[src/hw/rtl/bu2x_pkg.sv]
// ----------------------------------------------------------------------------
// Bilinear 2x upsampler package
// Shared widths, register indexes and the record types passed between the
// front end, the job queue and the back end.
// ----------------------------------------------------------------------------
package bu2x_pkg;

  localparam int MAX_WIDTH      = 1024;
  localparam int MAX_ROWS       = 4096;
  localparam int COL_BITS       = $clog2(MAX_WIDTH);
  localparam int ROW_BITS       = $clog2(MAX_ROWS);
  localparam int SAMPLE_BITS    = 24;
  localparam int VALUE_BITS     = SAMPLE_BITS + 2;
  localparam int SW_BITS        = 11;
  localparam int SH_BITS        = 13;
  localparam int OX_BITS        = 11;
  localparam int OY_BITS        = 13;
  localparam int CFG_ADDR_BITS  = 3;
  localparam int CFG_DATA_BITS  = 13;
  localparam int IN_TDATA_BITS  = 24;
  localparam int OUT_TDATA_BITS = 104;
  localparam int NUM_SUB        = 4;
  localparam int SUB_BITS       = 2;
  localparam int QUEUE_DEPTH    = 4;
  localparam int QPTR_BITS      = $clog2(QUEUE_DEPTH);
  localparam int QCNT_BITS      = QPTR_BITS + 1;

  localparam logic [CFG_ADDR_BITS-1:0] REG_SRC_WIDTH  = 3'd0;
  localparam logic [CFG_ADDR_BITS-1:0] REG_SRC_HEIGHT = 3'd1;
  localparam logic [CFG_ADDR_BITS-1:0] REG_WIN_COL    = 3'd2;
  localparam logic [CFG_ADDR_BITS-1:0] REG_WIN_ROW    = 3'd3;
  localparam logic [CFG_ADDR_BITS-1:0] REG_OUT_WIDTH  = 3'd4;
  localparam logic [CFG_ADDR_BITS-1:0] REG_OUT_HEIGHT = 3'd5;

  localparam logic [SUB_BITS-1:0] SUB_DIAG  = 2'd0;
  localparam logic [SUB_BITS-1:0] SUB_ABOVE = 2'd1;
  localparam logic [SUB_BITS-1:0] SUB_LEFT  = 2'd2;
  localparam logic [SUB_BITS-1:0] SUB_SELF  = 2'd3;

  localparam logic [VALUE_BITS-1:0] VALUE_TOP    = {1'b0, {(VALUE_BITS-1){1'b1}}};
  localparam logic [VALUE_BITS-1:0] VALUE_BOTTOM = {1'b1, {(VALUE_BITS-1){1'b0}}};

  typedef struct packed {
    logic [SW_BITS-1:0]  src_width;
    logic [SH_BITS-1:0]  src_height;
    logic [COL_BITS-1:0] win_col;
    logic [ROW_BITS-1:0] win_row;
    logic [OX_BITS-1:0]  out_width;
    logic [OY_BITS-1:0]  out_height;
  } cfg_t;

  typedef struct packed {
    logic                                 tile_start;
    logic [NUM_SUB-1:0]                   emit;
    logic [NUM_SUB-1:0]                   last;
    logic [OX_BITS-1:0]                   ox;
    logic [OY_BITS-1:0]                   oy;
    logic [NUM_SUB-1:0][VALUE_BITS-1:0]   value;
  } job_t;

  typedef struct packed {
    logic [VALUE_BITS-1:0] value;
    logic [OX_BITS-1:0]    col;
    logic [OY_BITS-1:0]    row;
    logic                  last;
    logic [VALUE_BITS-1:0] run_min;
    logic [VALUE_BITS-1:0] run_max;
  } result_t;

endpackage

[src/hw/rtl/bu2x_queue.sv]
// ----------------------------------------------------------------------------
// Bilinear 2x upsampler job queue
// Small first-in first-out buffer of jobs between the front and back ends.
// ----------------------------------------------------------------------------
module bu2x_queue (
  input  logic            clk,
  input  logic            rst_n,
  input  logic            push_valid,
  output logic            push_ready,
  input  bu2x_pkg::job_t  push_job,
  output logic            pop_valid,
  input  logic            pop_ready,
  output bu2x_pkg::job_t  pop_job
);
  import bu2x_pkg::*;

  job_t                 store_r [QUEUE_DEPTH];
  logic [QPTR_BITS-1:0] wr_ptr_r;
  logic [QPTR_BITS-1:0] rd_ptr_r;
  logic [QCNT_BITS-1:0] count_r;
  logic                 do_push;
  logic                 do_pop;

  assign push_ready = count_r != QCNT_BITS'(QUEUE_DEPTH);
  assign pop_valid  = count_r != '0;
  assign pop_job    = store_r[rd_ptr_r];
  assign do_push    = push_valid && push_ready;
  assign do_pop     = pop_valid && pop_ready;

  always_ff @(posedge clk) begin
    if (do_push) begin
      store_r[wr_ptr_r] <= push_job;
    end
  end

  always_ff @(posedge clk) begin
    if (!rst_n) begin
      wr_ptr_r <= '0;
      rd_ptr_r <= '0;
      count_r  <= '0;
    end else begin
      if (do_push) begin
        wr_ptr_r <= wr_ptr_r + QPTR_BITS'(1);
      end
      if (do_pop) begin
        rd_ptr_r <= rd_ptr_r + QPTR_BITS'(1);
      end
      if (do_push && !do_pop) begin
        count_r <= count_r + QCNT_BITS'(1);
      end else if (do_pop && !do_push) begin
        count_r <= count_r - QCNT_BITS'(1);
      end
    end
  end

endmodule

[config.mk]
export PLATFORM = sky130hd
export DESIGN_NAME = bu2x_queue
export DESIGN_NICKNAME = d
export VERILOG_FILES = /design/src/hw/rtl/bu2x_pkg.sv /design/src/hw/rtl/bu2x_queue.sv
export SDC_FILE = /design/constraint.sdc
export NUM_CORES = 1
export LEC_CHECK = 0
export BUFFER_PORTS_ARGS = -buffer_cell sky130_fd_sc_hd__buf_4
export CAP_MARGIN = 15
export CELL_PAD_IN_SITES_DETAIL_PLACEMENT = 1
export CELL_PAD_IN_SITES_GLOBAL_PLACEMENT = 1
export CORE_MARGIN = 2
export CORE_UTILIZATION = 35
export CTS_CLUSTER_DIAMETER = 50
export DETAILED_ROUTE_END_ITERATION = 8
export PLACE_DENSITY = 0.71
export SKIP_CTS_REPAIR_TIMING = 1
export SYNTH_ARGS = -nofsm -noshare
export SYNTH_HDL_FRONTEND = slang
export SYNTH_SLANG_ARGS = --single-unit
[constraint.sdc]
create_clock -name clk -period 4.2 [get_ports clk]
set_clock_uncertainty 0.05 [all_clocks]
set_input_delay 0.42 -clock clk [delete_from_list [all_inputs] [get_ports clk]]
set_output_delay 0.42 -clock clk [all_outputs]
set_load 0.005 [all_outputs]
After elaboration in Yosys (flattened, before gate mapping)
Memory sizes are Yosys's and may differ from the RTL's. A register that Yosys moved wholly into a read port is not among the register bits.
Index checks and enable logic that the tools add are counted.
{"block": "word_totals", "regBits": 7, "ramBits": 548, "output_inout_bits": 139, "elab_cells": 23, "mem_count": 1}
{"block": "op_classes", "add_sub_neg": 4, "n_eq_ne": 1, "n_mux": 6, "n_reduce_logical": 8}
{"name": "store_r", "words": 4, "width": 137, "read_ports": 1, "rd_ports_with_merged_regs": 1, "wr": 1, "line_no": "bu2x_queue.sv:17", "rtl": "job_t store_r [QUEUE_DEPTH];"}
{"op": "$mux 3", "count": 2}
{"op": "$add 2x1->2 const B", "count": 2}
{"op": "$logic_and 1x1->1", "count": 4}
{"op": "$mux 2", "count": 2}
{"op": "$add 3x1->3 const B", "count": 1}
{"op": "$ne 3x3->1 const B", "count": 1}
{"op": "$reduce_bool 3->1", "count": 1}
{"op": "$sub 3x1->3 const B", "count": 1}
{"op": "$logic_not 1->1", "count": 2}
{"op": "$mux 1", "count": 2}
{"op": "$reduce_bool 2->1", "count": 1}

Logic depth before layout (Yosys ltp)
{"block": "depth", "word_depth": 6, "ltp_mapped": 8}

Worst setup path after synthesis
Ideal clock, no wire load.
{"block": "synth_path", "path_kind": "register to register", "startpoint": "register count_r[0]", "endpoint": "memory store_r[2][0] (netlist name) (enable)", "setup_ns": 0.513, "arrival_ns": 3.962, "required_ns": 3.637, "setup_slack_ns": -0.325, "stages_incl_launch_ff": 4, "path_buffers": 0, "path_cell_list": "dfxtp_1 > nor2_1 > a21boi_2 > and2_1"}
{"block": "synth_via", "elab_chain_len": 4}
{"element": "start: declaration", "line_no": "bu2x_queue.sv:20", "rtl": "logic [QCNT_BITS-1:0] count_r;"}
{"element": "start signal: assignment", "line_no": "bu2x_queue.sv:49", "rtl": "count_r <= count_r + QCNT_BITS'(1);"}
{"element": "start signal: assignment", "line_no": "bu2x_queue.sv:51", "rtl": "count_r <= count_r - QCNT_BITS'(1);"}
{"element": "$ne 3x3->1", "line_no": "bu2x_queue.sv:24", "rtl": "assign push_ready = count_r != QCNT_BITS'(QUEUE_DEPTH);"}
{"element": "$logic_and 1x1->1", "line_no": "bu2x_queue.sv:27", "rtl": "assign do_push = push_valid && push_ready;"}
{"element": "via do_push", "line_no": "bu2x_queue.sv:21", "rtl": "logic do_push;"}
{"element": "$mux 1", "line_no": "bu2x_queue.sv:31", "rtl": "if (do_push) begin"}
{"element": "$mux 1 (implied by the code)", "line_no": "bu2x_queue.sv:32", "rtl": "store_r[wr_ptr_r] <= push_job;"}
{"element": "end: declaration", "line_no": "bu2x_queue.sv:17"}
The timed path passes the listed nets, and every way through them passes these cells.

==> out/results.tsv <==
metric	value	unit
Die Area	0.0597	mm2
Critical Path RT	3730	ps
Port Buffers	279	
Iteration-0 DRC Markers	513	
first-pass GRT wire length	65.5	mm
Tightest Hold Check Type	in -> reg	
worst r2r src	count_r[0]$_SDFFE_PN0P_	
Worst Path Class, Setup	reg -> out	
Distinct cells, synth	23	
Root Driver	clkbuf_16	
total power draw	16.1	mW
Die Y	244	um
max frequency	319	MHz
Slew Viols, Final	0	
Startpoint Class	register	
Mapped Area	0.0202	mm2
Final Cycle Share	74.6	%
Worst-path clk slew	50	ps
CORE AREA	0.0574	mm2
area growth from synthesis to final layout	32.9	%
Worst R2R End	store_r[3][56]$_DFFE_PP_	
Reg2Reg Setup Slack	1690	ps
DR vias	9820	
final wirelength	46.3	mm
Final WS setup	1070	ps
initial antenna violation count	5	
Register-to-Register Path Depth	4	
GPL Wtd Cong	0.721	
layout cells sized above 1	42.0	%
Seq cells post-synth	557	
crit path DAT	2660	ps
Seq/Total Area, Yosys	82.3	%
DRC viols	0	
TritonCTS clock tree	done	
CP Max Fanout	36	
min Tclk post-route	3130	ps
Gate Count Post-Synth	763	
worst vdd ir	0.350	mV
DR WL/cell	22.5	um
row count	88	
H-tree depth	3	
RSZ-0062 raised after global routing	no	
Final Net Count	1388	
post-layout util	46.8	%
Total GRT Usage	14.8	%
syn nets	910	
vias in the first global route	10400	
Clock Sinks	557	
most common cell after layout, fill and taps aside	edfxtp_1	
pre-CTS setup slack	1610	ps
die span in x	244	um
Avg Cell Area, Syn	26.5	um2
Ys Warns	0	
# setup viols final	0	
most frequent cells in the layout	edfxtp_1, buf_4, mux4_2, dlygate4sd3_1, clkbuf_16	
outcome	completed	
largest net degree at the start of global routing	78	
grt ovf	0	
Worst slew margin	31.5	%
hold endpoint	count_r[0]$_SDFFE_PN0P_	
Max Cap Violations	0	
Pre-antenna DRT Iters	4	
Initial Util	35.2	%
Final Hold Vio Count	0	
Hold Crit Depth	2	
power density cells	601	mW/mm2
CTS buffer count	69	
Fillers	5205	
clock latency on the worst-skew pair	600	ps
dpl hpwl	26.0	mm
Least-Margin Pin Slew	1030	ps
Ports	280	
Clock Tree Buf Depth	3	
antenna viol nets, final	0	
Fin Setup TNS	0	ps
crit path capture type	primary output	
P_leak	9.03	nW
DR vias/cell	4.77	
Hold Crit Start	rst_n	
==> Yosys cell counts, drive strengths merged <==
cell	instances	share of area (%)
edfxtp	548	81
xor2	1	0.043
o21ai	1	0.025
mux2i	3	0.15
and2	8	0.25
o31ai	1	0.037
xnor2	3	0.13
nand2	5	0.093
o311ai	1	0.043
a21boi	2	0.093
mux4	137	15
buf	29	0.95
inv	3	0.056
nor2	1	0.019
fa	1	0.099
dfxtp	9	0.89
nor2b	1	0.031
clkbuf	2	0.037
ha	5	0.31
or3	2	0.062
==> state kept, by name, summed over array words and instances, names as in the netlist, named ones only <==
register,count
store_r,548
count_r,3
rd_ptr_r,2
wr_ptr_r,2
==> stage by stage <==
step	instances	hold slack [ps]	instance area [um2]
after floorplan	763	418	20200
after global placement	1798	437	23400
after detailed placement	1798	446	23400
after CTS	1919	-89.7	25500
after global routing	2059	54.9	26900
final	2059	66.1	26900
==> how the worst max path moves through the flow <==
| stage | slack (ps) | to |
|---|---|---|
| 2_1_floorplan | 1190 | store_r[0][0]$_DFFE_PP_ |
| 3_3_place_gp | 1640 | pop_job[76] |
| 3_5_place_dp | 1610 | pop_job[74] |
| 4_1_cts | 910 | pop_job[74] |
| 5_1_grt | 850 | pop_job[14] |
| 6_report | 1070 | pop_job[14] |
==> worst max-delay path: stages, from the launching register on <==
cell,delay [ps]
dfxtp_4,940
buf_4,380
mux4_2,570
buf_4,160
==> power by group <==
part	switching, mW	total [mW]	internal, mW	leakage [nW]
combinational	1.55	3.63	2.08	2.92
sequential	0.300	7.06	6.76	5.10
clock	2.34	5.45	3.11	1.02
==> cell families after synthesis <==
logic type	synth area share, %
buffers and inverters	1.04
multiplexers	15.4
adder cells (fa/ha/maj)	0.409
AND/OR/NAND/NOR	0.452
XOR/XNOR	0.173
AO/OA/AOI/OAI	0.198
flip-flops	82.3
==> metal layers <==
metal	up-vias	routed length (um)	share of wire (%)	GRT usage [%]
met4	2	928	2.0	5.09
met5	-	11	0.024	0.245
li1	4276	-	-	-
met2	281	23700	51	24.1
met3	67	2820	6.1	4.32
met1	5194	18800	41	18.9
==> final cells by class <==
type	instances	area [um2]	area share [%]
multi-input combinational	172	3370	12.6
sequential	557	16600	62.0
timing repair buffer	438	3760	14.0
clock buffer	81	1790	6.68
clock inverter	40	309	1.15
tap	765	957	3.56
antenna	3	7.51	0.0280
inverter	3	11.3	0.0419
Note: power is estimated with default switching activity, not from simulation.
