<file path="src/hw/rtl/bu2x_pkg.sv">
// ----------------------------------------------------------------------------
// Bilinear 2x upsampler package
// Shared widths, register indexes and the record types passed between the
// front end, the job queue and the back end.
// ----------------------------------------------------------------------------
package bu2x_pkg;

  localparam int MAX_WIDTH      = 1024;
  localparam int MAX_ROWS       = 4096;
  localparam int COL_BITS       = $clog2(MAX_WIDTH);
  localparam int ROW_BITS       = $clog2(MAX_ROWS);
  localparam int SAMPLE_BITS    = 24;
  localparam int VALUE_BITS     = SAMPLE_BITS + 2;
  localparam int SW_BITS        = 11;
  localparam int SH_BITS        = 13;
  localparam int OX_BITS        = 11;
  localparam int OY_BITS        = 13;
  localparam int CFG_ADDR_BITS  = 3;
  localparam int CFG_DATA_BITS  = 13;
  localparam int IN_TDATA_BITS  = 24;
  localparam int OUT_TDATA_BITS = 104;
  localparam int NUM_SUB        = 4;
  localparam int SUB_BITS       = 2;
  localparam int QUEUE_DEPTH    = 4;
  localparam int QPTR_BITS      = $clog2(QUEUE_DEPTH);
  localparam int QCNT_BITS      = QPTR_BITS + 1;

  localparam logic [CFG_ADDR_BITS-1:0] REG_SRC_WIDTH  = 3'd0;
  localparam logic [CFG_ADDR_BITS-1:0] REG_SRC_HEIGHT = 3'd1;
  localparam logic [CFG_ADDR_BITS-1:0] REG_WIN_COL    = 3'd2;
  localparam logic [CFG_ADDR_BITS-1:0] REG_WIN_ROW    = 3'd3;
  localparam logic [CFG_ADDR_BITS-1:0] REG_OUT_WIDTH  = 3'd4;
  localparam logic [CFG_ADDR_BITS-1:0] REG_OUT_HEIGHT = 3'd5;

  localparam logic [SUB_BITS-1:0] SUB_DIAG  = 2'd0;
  localparam logic [SUB_BITS-1:0] SUB_ABOVE = 2'd1;
  localparam logic [SUB_BITS-1:0] SUB_LEFT  = 2'd2;
  localparam logic [SUB_BITS-1:0] SUB_SELF  = 2'd3;

  localparam logic [VALUE_BITS-1:0] VALUE_TOP    = {1'b0, {(VALUE_BITS-1){1'b1}}};
  localparam logic [VALUE_BITS-1:0] VALUE_BOTTOM = {1'b1, {(VALUE_BITS-1){1'b0}}};

  typedef struct packed {
    logic [SW_BITS-1:0]  src_width;
    logic [SH_BITS-1:0]  src_height;
    logic [COL_BITS-1:0] win_col;
    logic [ROW_BITS-1:0] win_row;
    logic [OX_BITS-1:0]  out_width;
    logic [OY_BITS-1:0]  out_height;
  } cfg_t;

  typedef struct packed {
    logic                                 tile_start;
    logic [NUM_SUB-1:0]                   emit;
    logic [NUM_SUB-1:0]                   last;
    logic [OX_BITS-1:0]                   ox;
    logic [OY_BITS-1:0]                   oy;
    logic [NUM_SUB-1:0][VALUE_BITS-1:0]   value;
  } job_t;

  typedef struct packed {
    logic [VALUE_BITS-1:0] value;
    logic [OX_BITS-1:0]    col;
    logic [OY_BITS-1:0]    row;
    logic                  last;
    logic [VALUE_BITS-1:0] run_min;
    logic [VALUE_BITS-1:0] run_max;
  } result_t;

endpackage

</file>
<file path="src/hw/rtl/bu2x_back.sv">
// ----------------------------------------------------------------------------
// Bilinear 2x upsampler back end
// Emits the points of each job one per cycle while the output can take them,
// tracks the running extremes and holds the result in an output register.
// ----------------------------------------------------------------------------
module bu2x_back (
  input  logic               clk,
  input  logic               rst_n,
  input  logic               job_valid,
  output logic               job_ready,
  input  bu2x_pkg::job_t     job,
  output logic               out_valid,
  input  logic               out_ready,
  output bu2x_pkg::result_t  result
);
  import bu2x_pkg::*;

  job_t                  wk_r;
  logic                  wk_valid_r;
  logic                  out_valid_r;
  result_t               res_r;
  logic [VALUE_BITS-1:0] min_r;
  logic [VALUE_BITS-1:0] max_r;

  logic [SUB_BITS-1:0]   sel;
  logic [NUM_SUB-1:0]    sel_oh;
  logic [NUM_SUB-1:0]    mask_left;
  logic [VALUE_BITS-1:0] val;
  logic [VALUE_BITS-1:0] min_new;
  logic [VALUE_BITS-1:0] max_new;
  logic                  can_load;
  logic                  emit_go;
  logic                  wk_done;

  always_comb begin
    if (wk_r.emit[SUB_DIAG]) begin
      sel = SUB_DIAG;
    end else if (wk_r.emit[SUB_ABOVE]) begin
      sel = SUB_ABOVE;
    end else if (wk_r.emit[SUB_LEFT]) begin
      sel = SUB_LEFT;
    end else begin
      sel = SUB_SELF;
    end
    sel_oh    = NUM_SUB'(1) << sel;
    mask_left = wk_r.emit & ~sel_oh;
    val       = wk_r.value[sel];
    min_new   = ($signed(val) < $signed(min_r)) ? val : min_r;
    max_new   = ($signed(val) > $signed(max_r)) ? val : max_r;
    can_load  = !out_valid_r || out_ready;
    emit_go   = wk_valid_r && (wk_r.emit != '0) && can_load;
    wk_done   = !wk_valid_r || (wk_r.emit == '0) || (emit_go && (mask_left == '0));
  end

  assign job_ready = wk_done;

  always_ff @(posedge clk) begin
    if (!rst_n) begin
      out_valid_r <= 1'b0;
      wk_valid_r  <= 1'b0;
      min_r       <= VALUE_TOP;
      max_r       <= VALUE_BOTTOM;
    end else begin
      if (emit_go) begin
        out_valid_r <= 1'b1;
      end else if (out_ready) begin
        out_valid_r <= 1'b0;
      end
      if (wk_done) begin
        wk_valid_r <= job_valid;
      end
      if (wk_done && job_valid) begin
        wk_r <= job;
      end else if (emit_go) begin
        wk_r.emit <= mask_left;
      end
      if (wk_done && job_valid && job.tile_start) begin
        min_r <= VALUE_TOP;
        max_r <= VALUE_BOTTOM;
      end else if (emit_go) begin
        min_r <= min_new;
        max_r <= max_new;
      end
    end
  end

  always_ff @(posedge clk) begin
    if (emit_go) begin
      res_r.value   <= val;
      res_r.col     <= (sel == SUB_DIAG || sel == SUB_LEFT) ?
                       wk_r.ox - OX_BITS'(1) : wk_r.ox;
      res_r.row     <= (sel == SUB_DIAG || sel == SUB_ABOVE) ?
                       wk_r.oy - OY_BITS'(1) : wk_r.oy;
      res_r.last    <= wk_r.last[sel];
      res_r.run_min <= min_new;
      res_r.run_max <= max_new;
    end
  end

  assign out_valid = out_valid_r;
  assign result    = res_r;

endmodule

</file>
<file path="config.mk">
export PLATFORM = sky130hd
export DESIGN_NAME = bu2x_back
export DESIGN_NICKNAME = d
export VERILOG_FILES = /design/src/hw/rtl/bu2x_pkg.sv /design/src/hw/rtl/bu2x_back.sv
export SDC_FILE = /design/constraint.sdc
export NUM_CORES = 1
export LEC_CHECK = 0
export CAP_MARGIN = 15
export CORE_MARGIN = 1.5
export CORE_UTILIZATION = 40
export CTS_CLUSTER_SIZE = 24
export DETAILED_ROUTE_END_ITERATION = 6
export DONT_BUFFER_PORTS = 1
export GPL_TIMING_DRIVEN = 0
export HOLD_SLACK_MARGIN = 0.12
export SETUP_SLACK_MARGIN = 0.02
export SLEW_MARGIN = 15
export SYNTH_ARGS = -nofsm -noshare
export SYNTH_HDL_FRONTEND = slang
export SYNTH_SLANG_ARGS = --single-unit
</file>
<file path="constraint.sdc">
create_clock -name clk -period 6.43 [get_ports clk]
set_input_delay 0.643 -clock clk [delete_from_list [all_inputs] [get_ports clk]]
set_output_delay 0.643 -clock clk [all_outputs]
set_load 0.02 [all_outputs]
</file>
; ---- Word level (Yosys, flattened, before mapping)
; Cells that the tools add are included.
[totals]
elab_cells = 65
out_inout_bits = 105
ff_bits = 293
input_bits = 141
[op_classes]
addsub = 2
reduce_logical = 21
bitwise = 3
n_eq_ne = 2
muxes = 15
shifts = 1
magnitude_cmp = 3
[ops]
columns = operator, count
row1 = 2-to-1 mux 26 bit, 3
row2 = binary-select mux 26 bit (select 2 bit), 1
row3 = > comparator 26 bit, 1
row4 = < comparator 26 bit, 1
row5 = 2-to-1 mux 13 bit, 1
row6 = "subtractor 13 x 1 -> 13 bit, second input constant", 1
row7 = 2-to-1 mux 11 bit, 1
row8 = "subtractor 11 x 1 -> 11 bit, second input constant", 1
row9 = zero test 4 bit, 2
row10 = 2-to-1 mux 4 bit, 2
row11 = logical AND 1 bit, 5
row12 = logical OR 1 bit, 5
row13 = AND 4 bit, 1
row14 = 2-to-1 mux 1 bit, 4
row15 = 2-to-1 mux 2 bit, 2
row16 = NOT 4 bit, 1
row17 = AND reduction 2 bit, 2
row18 = nonzero test 2 bit, 2
row19 = nonzero test 4 bit, 1
row20 = "left shift 1 x 2 -> 4 bit, first input constant", 1
row21 = "< comparator 2 x 3 -> 1 bit, second input constant", 1
row22 = binary-select mux 1 bit (select 2 bit), 1
row23 = "equality test 2 x 1 -> 1 bit, second input constant", 1
row24 = "equality test 2 bit, second input constant", 1
row25 = other kinds (4), 5

; ---- Depth between registers and ports, before layout
[depth]
ltp_word = 12
mapped_depth = 16
ltp_nobuf = 12

; ---- Least setup slack after synthesis
; No wires, ideal clock.
[synth_timing]
path_kind = input -> register
from = in out_ready
to = reg max_r[11]
path_stages = 6
path_buffers = 2
t_arrival_ps = 4942
path_slack_ps = 1371
required_time_ps = 6313
setup_time_ps = 117
cell_sequence = nand2b_1 > and2_1 > clkbuf_1 > a31oi_2 > buf_2 > a22o_1
[synth_between]
elab_chain_cells = 7
[synth_lines]
columns = item, line
row1 = from (decl), bu2x_back.sv:13  ; input logic out_ready,
row2 = logical OR 1 bit *, bu2x_back.sv:50  ; can_load = !out_valid_r || out_ready;
row3 = logical AND 1 bit *, bu2x_back.sv:51  ; emit_go = wk_valid_r && (wk_r.emit != '0) && can_load;
row4 = named net emit_go, bu2x_back.sv:32  ; logic emit_go;
row5 = logical AND 1 bit, bu2x_back.sv:52  ; wk_done = !wk_valid_r || (wk_r.emit == '0) || (emit_go && (mask_left == '0));
row6 = logical OR 1 bit, bu2x_back.sv:52
row7 = logical AND 1 bit (2 in a row), bu2x_back.sv:77  ; if (wk_done && job_valid && job.tile_start) begin
row8 = OR reduction 2 bit (no source line), --
row9 = to (signal assigned), bu2x_back.sv:82  ; max_r <= max_new;
row10 = to (decl), bu2x_back.sv:23  ; logic [VALUE_BITS-1:0] max_r;
; Mark *: on every way through the listed nets, which the timed path passes. The rest lies on a longest branch.
; A chain may end at the register's enable or synchronous reset.

; ---- Worst setup path after layout
[layout_timing]
from = reg wk_r[133] in the netlist's numbering
to = reg res_r (netlist bit result[9]) (data pin)
[layout_between]
elab_chain_cells = 6
[layout_lines]
columns = item, line
row1 = from (decl), bu2x_back.sv:18  ; job_t wk_r;
row2 = from (signal assigned), bu2x_back.sv:73  ; wk_r <= job;
row3 = 2-to-1 mux 2 bit, bu2x_back.sv:38  ; end else if (wk_r.emit[SUB_ABOVE]) begin
row4 = 2-to-1 mux 2 bit, bu2x_back.sv:36  ; if (wk_r.emit[SUB_DIAG]) begin
row5 = binary-select mux 26 bit (select 2 bit), bu2x_back.sv:47  ; val = wk_r.value[sel];
row6 = 2-to-1 mux 26 bit (implied by the code), bu2x_back.sv:47
row7 = named net val[25], bu2x_back.sv:28  ; logic [VALUE_BITS-1:0] val;
row8 = > comparator 26 bit, bu2x_back.sv:49  ; max_new = ($signed(val) > $signed(max_r)) ? val : max_r;
row9 = 2-to-1 mux 26 bit, bu2x_back.sv:49
row10 = named net max_new[9], bu2x_back.sv:30  ; logic [VALUE_BITS-1:0] max_new;
row11 = to (decl), bu2x_back.sv:21  ; result_t res_r;
; The timed path passes the listed nets, and every way through them passes these cells. The select of a mux whose other input is x is not followed.

==> flow_results.xml <==
<?xml version="1.0" encoding="UTF-8"?>
<metrics>
  <group name="timing">
    <metric name="max_freq" unit="MHz">191</metric>
    <metric name="finalSetupViolations" unit="">0</metric>
    <metric name="timing_worst_slew_pin_value" unit="ps">1140</metric>
    <metric name="period_share" unit="%">81.3</metric>
    <metric name="hold_fails_final_rpt" unit="">0</metric>
    <metric name="crit_path_time_final" unit="ps">5230</metric>
    <metric name="post_route_clock_skew" unit="ps">14.4</metric>
    <metric name="grt_setup_unrepaired" unit="">false</metric>
    <metric name="final_max_slew_viol_count" unit="">0</metric>
    <metric name="fin_ws" unit="ps">1200</metric>
    <metric name="totalNegativeSetupSlack" unit="ps">0</metric>
    <metric name="slew_headroom" unit="%">23.2</metric>
  </group>
  <group name="drt">
    <metric name="ant_nets" unit="">0</metric>
    <metric name="wl" unit="um">28800</metric>
    <metric name="vias" unit="">7258</metric>
    <metric name="drc" unit="">0</metric>
    <metric name="iteration_0_drc_count_of_the_detailed_router" unit="">373</metric>
    <metric name="wl_per_instance" unit="um">20.8</metric>
    <metric name="drt_pre_antenna_iters" unit="">4</metric>
    <metric name="vias_per_cell" unit="">5.24</metric>
  </group>
  <group name="synthesis">
    <metric name="synth-seq-cells" unit="">293</metric>
    <metric name="synth_edf_count" unit="">239</metric>
    <metric name="synth_top_cell_by_area" unit="">sky130_fd_sc_hd__edfxtp_1</metric>
    <metric name="synth_fp_nets" unit="">1123</metric>
    <metric name="synth_cells" unit="">929</metric>
    <metric name="post_synth_num_cell_types" unit="">60</metric>
    <metric name="ys_top_cells_by_area" unit="">sky130_fd_sc_hd__edfxtp_1, sky130_fd_sc_hd__dfxtp_1, sky130_fd_sc_hd__ha_1</metric>
    <metric name="ys_dominant_reg_cell" unit="">sky130_fd_sc_hd__edfxtp_1</metric>
    <metric name="syn-cell-area" unit="mm2">0.0124</metric>
    <metric name="synth_sequential_area_ratio" unit="%">66.8</metric>
    <metric name="avg_cell_area_syn" unit="um2">13.3</metric>
    <metric name="yosys.area.top_type_share" unit="%">58.0</metric>
    <metric name="ys_warn_count" unit="">0</metric>
    <metric name="synth_async_sr_flop_share" unit="%">0</metric>
  </group>
  <group name="clocking">
    <metric name="post_cts_resize_count" unit="">0</metric>
    <metric name="post_cts_buffers" unit="">0</metric>
    <metric name="worst_setup_hold_path_clk_slew" unit="ps">60</metric>
    <metric name="cts.hold.buffers_added" unit="">0</metric>
    <metric name="clock_tree_sinks" unit="">293</metric>
    <metric name="clk_path_buf_depth" unit="">3</metric>
    <metric name="tritoncts" unit="">yes</metric>
    <metric name="max_h_tree_level" unit="">1</metric>
    <metric name="clk_root_buffer_cell" unit="">sky130_fd_sc_hd__clkbuf_16</metric>
    <metric name="worstSkewPairLatency" unit="ps">560</metric>
    <metric name="num_cts_buffers" unit="">30</metric>
  </group>
  <group name="pwr">
    <metric name="p_int" unit="mW">3.62</metric>
    <metric name="powerDensity" unit="mW/mm2">345</metric>
    <metric name="combinational_power_share" unit="%">12.0</metric>
    <metric name="sequentialPowerShare" unit="%">48.8</metric>
    <metric name="cellLeakagePower" unit="nW">5.12</metric>
    <metric name="switching_share" unit="%">25.4</metric>
    <metric name="irDropWorstVdd" unit="uV">274</metric>
    <metric name="clock_power_share" unit="%">39.2</metric>
    <metric name="switching_power" unit="mW">1.23</metric>
  </group>
  <group name="finish">
    <metric name="drive_above_1_share" unit="%">10.8</metric>
    <metric name="commonest_cells_after_routing_fill_and_taps_aside" unit="">sky130_fd_sc_hd__edfxtp_1, sky130_fd_sc_hd__nor2_1, sky130_fd_sc_hd__nand2_1</metric>
    <metric name="seq_area" unit="mm2">0.00826</metric>
    <metric name="design.final.nets" unit="">1159</metric>
    <metric name="n_fill_cell" unit="">2648</metric>
    <metric name="fin_util" unit="%">46.1</metric>
    <metric name="multi_input_area" unit="mm2">0.00368</metric>
    <metric name="area_growth" unit="%">13.7</metric>
    <metric name="most_common_cell_after_layout_fill_and_taps_aside" unit="">sky130_fd_sc_hd__edfxtp_1</metric>
  </group>
  <group name="run">
    <metric name="max_cap_violations" unit="">0</metric>
  </group>
  <group name="critical_path">
    <metric name="timing.critical_path.buf_inv" unit="">4</metric>
    <metric name="setup.worst_path.start_class" unit="">register</metric>
    <metric name="worst-setup-path-type" unit="">register to register</metric>
    <metric name="crit_path_end_kind" unit="">register</metric>
    <metric name="critical_path.max_fanout" unit="">10</metric>
    <metric name="critical-path-max-stage-delay" unit="ps">790</metric>
    <metric name="timing.critical_path.slowest_stage_cell" unit="">sky130_fd_sc_hd__o21ai_0</metric>
    <metric name="timing.critical_path.cells" unit="">clkbuf_1 -&gt; inv_2 -&gt; clkbuf_1 -&gt; nand2_1 -&gt; o21ai_0 -&gt; o21ai_0 -&gt; ha_1 -&gt; nand4_1 -&gt; nor4_2 -&gt; and3_1 -&gt; o31ai_1 -&gt; a31oi_4 -&gt; nand2_2 -&gt; buf_2 -&gt; mux2_2</metric>
    <metric name="timing.critical_path.max_delay_family" unit="">simple AND/OR/NAND/NOR gates</metric>
    <metric name="worst_endpoint_data_arrival_time" unit="ps">5530</metric>
    <metric name="cp_data_required_time" unit="ps">6730</metric>
  </group>
  <group name="placement">
    <metric name="place_congestion" unit="">0.817</metric>
    <metric name="dp.final_hpwl" unit="um">21200</metric>
    <metric name="preCtsSetupSlack" unit="ps">1200</metric>
    <metric name="port-buffer-count" unit="">0</metric>
  </group>
  <group name="global_route">
    <metric name="antenna_found_initial" unit="">0</metric>
    <metric name="gr-total-overflow" unit="">0</metric>
    <metric name="grt_util_met3" unit="%">5.30</metric>
    <metric name="wire_length_of_the_first_global_routing_pass" unit="um">42100</metric>
    <metric name="maximum_number_of_pins_on_one_net_before_global_route_repair" unit="">59</metric>
    <metric name="grtUsageMet2" unit="%">28.4</metric>
    <metric name="groute.layer.met1.usage" unit="%">23.0</metric>
    <metric name="top_usage_layer" unit="">met2</metric>
    <metric name="grt_use_total" unit="%">17.6</metric>
    <metric name="grt_pass1_vias" unit="">7077</metric>
  </group>
  <group name="die">
    <metric name="fp.dieW" unit="um">179</metric>
    <metric name="floorplan.core_area" unit="mm2">0.0305</metric>
    <metric name="start_util" unit="%">40.5</metric>
    <metric name="die-area" unit="mm2">0.0320</metric>
    <metric name="placement_rows" unit="">64</metric>
    <metric name="die_height" unit="um">179</metric>
    <metric name="ioPinCount" unit="">246</metric>
  </group>
  <group name="worst_hold_path">
    <metric name="timing.hold.worst.class" unit="">primary input to register</metric>
  </group>
  <group name="outcome">
    <metric name="outcome" unit="">finished, final reports clean</metric>
  </group>
</metrics>
-- per-stage QoR --
| stage | power, mW | hold WS [ps] | cell area [um2] | instances |
|---|---|---|---|---|
| 2_1_floorplan | 2.80 | 437 | 12400 | 929 |
| 3_3_place_gp | 2.99 | 447 | 12900 | 1325 |
| 3_5_place_dp | 3.00 | 450 | 13000 | 1329 |
| 4_1_cts | 4.91 | 155 | 14100 | 1385 |
| 5_1_grt | 5.04 | 151 | 14100 | 1385 |
| 6_report | 4.86 | 181 | 14100 | 1386 |
-- synthesized netlist by cell type, types with 6 or more instances --
| library cell | instances |
|---|---|
| sky130_fd_sc_hd__dfxtp_1 | 54 |
| sky130_fd_sc_hd__a22oi_1 | 8 |
| sky130_fd_sc_hd__nand2_1 | 76 |
| sky130_fd_sc_hd__nand4_1 | 12 |
| sky130_fd_sc_hd__nor2_1 | 85 |
| sky130_fd_sc_hd__edfxtp_1 | 239 |
| sky130_fd_sc_hd__o221a_2 | 15 |
| sky130_fd_sc_hd__a21oi_1 | 36 |
| sky130_fd_sc_hd__a22o_1 | 18 |
| sky130_fd_sc_hd__nor3b_1 | 6 |
| sky130_fd_sc_hd__o21ai_0 | 54 |
| sky130_fd_sc_hd__mux2_2 | 18 |
| sky130_fd_sc_hd__o211ai_1 | 11 |
| sky130_fd_sc_hd__xor2_1 | 10 |
| sky130_fd_sc_hd__clkbuf_1 | 24 |
| sky130_fd_sc_hd__inv_1 | 68 |
| sky130_fd_sc_hd__nor3_1 | 8 |
| sky130_fd_sc_hd__ha_1 | 53 |
| sky130_fd_sc_hd__mux2i_1 | 42 |
| sky130_fd_sc_hd__xnor2_1 | 10 |
-- state kept, by name, summed over array words and instances, names as in the netlist --
signal,count
wk_r,136
result,103
max_r,26
min_r,26
out_valid,1
wk_valid_r,1
-- power by group through the flow --
stage	clock (mW)	combinational, mW	sequential, mW
3_3_place_gp	0	0.567	2.43
2_1_floorplan	0	0.404	2.40
6_report	1.91	0.581	2.37
3_5_place_dp	0	0.585	2.41
4_1_cts	1.95	0.588	2.37
5_1_grt	2.01	0.649	2.38
-- final timing paths --
| kind | from | cells after the start | slack, ps | endpoint |
|---|---|---|---|---|
| setup / recovery | wk_r[133] | 15 | 1200 | result[9] |
| hold / removal | job[43] | 0 | 180 | wk_r[43] |
| setup reg to reg | wk_r[133] | 15 | 1200 | result[9] |
| hold reg to reg | max_r[24] | 2 | 460 | max_r[24] |
-- cell families after synthesis --
logic type | after synthesis | share of synthesized area [%]
buffers and inverters | 105 | 3.48
flip-flops | 293 | 66.8
XOR/XNOR | 20 | 1.42
AO/OA/AOI/OAI | 176 | 9.81
AND/OR/NAND/NOR | 222 | 8.11
multiplexers | 60 | 5.04
adder cells (fa/ha/maj) | 53 | 5.36
-- routing by layer --
layer | wire (um) | vias to the layer above | share of wire, %
li1 | - | 3502 | -
met1 | 12700 | 3530 | 44
met2 | 13600 | 189 | 47
met3 | 1930 | 37 | 6.7
met4 | 590 | 0 | 2.0
met5 | 0 | - | 0
-- final cells by class --
class                   count  area share [%]
clock inverters            17            1.91
plain buffers              35            1.22
repair buffers              4           0.676
multi-input cells         531            26.2
inverters                  70            1.87
flip-flops and latches    293            58.7
well taps                 396            3.52
clock buffers              39            5.87
diodes                      1          0.0178
Power figures use the tool's default switching activity.
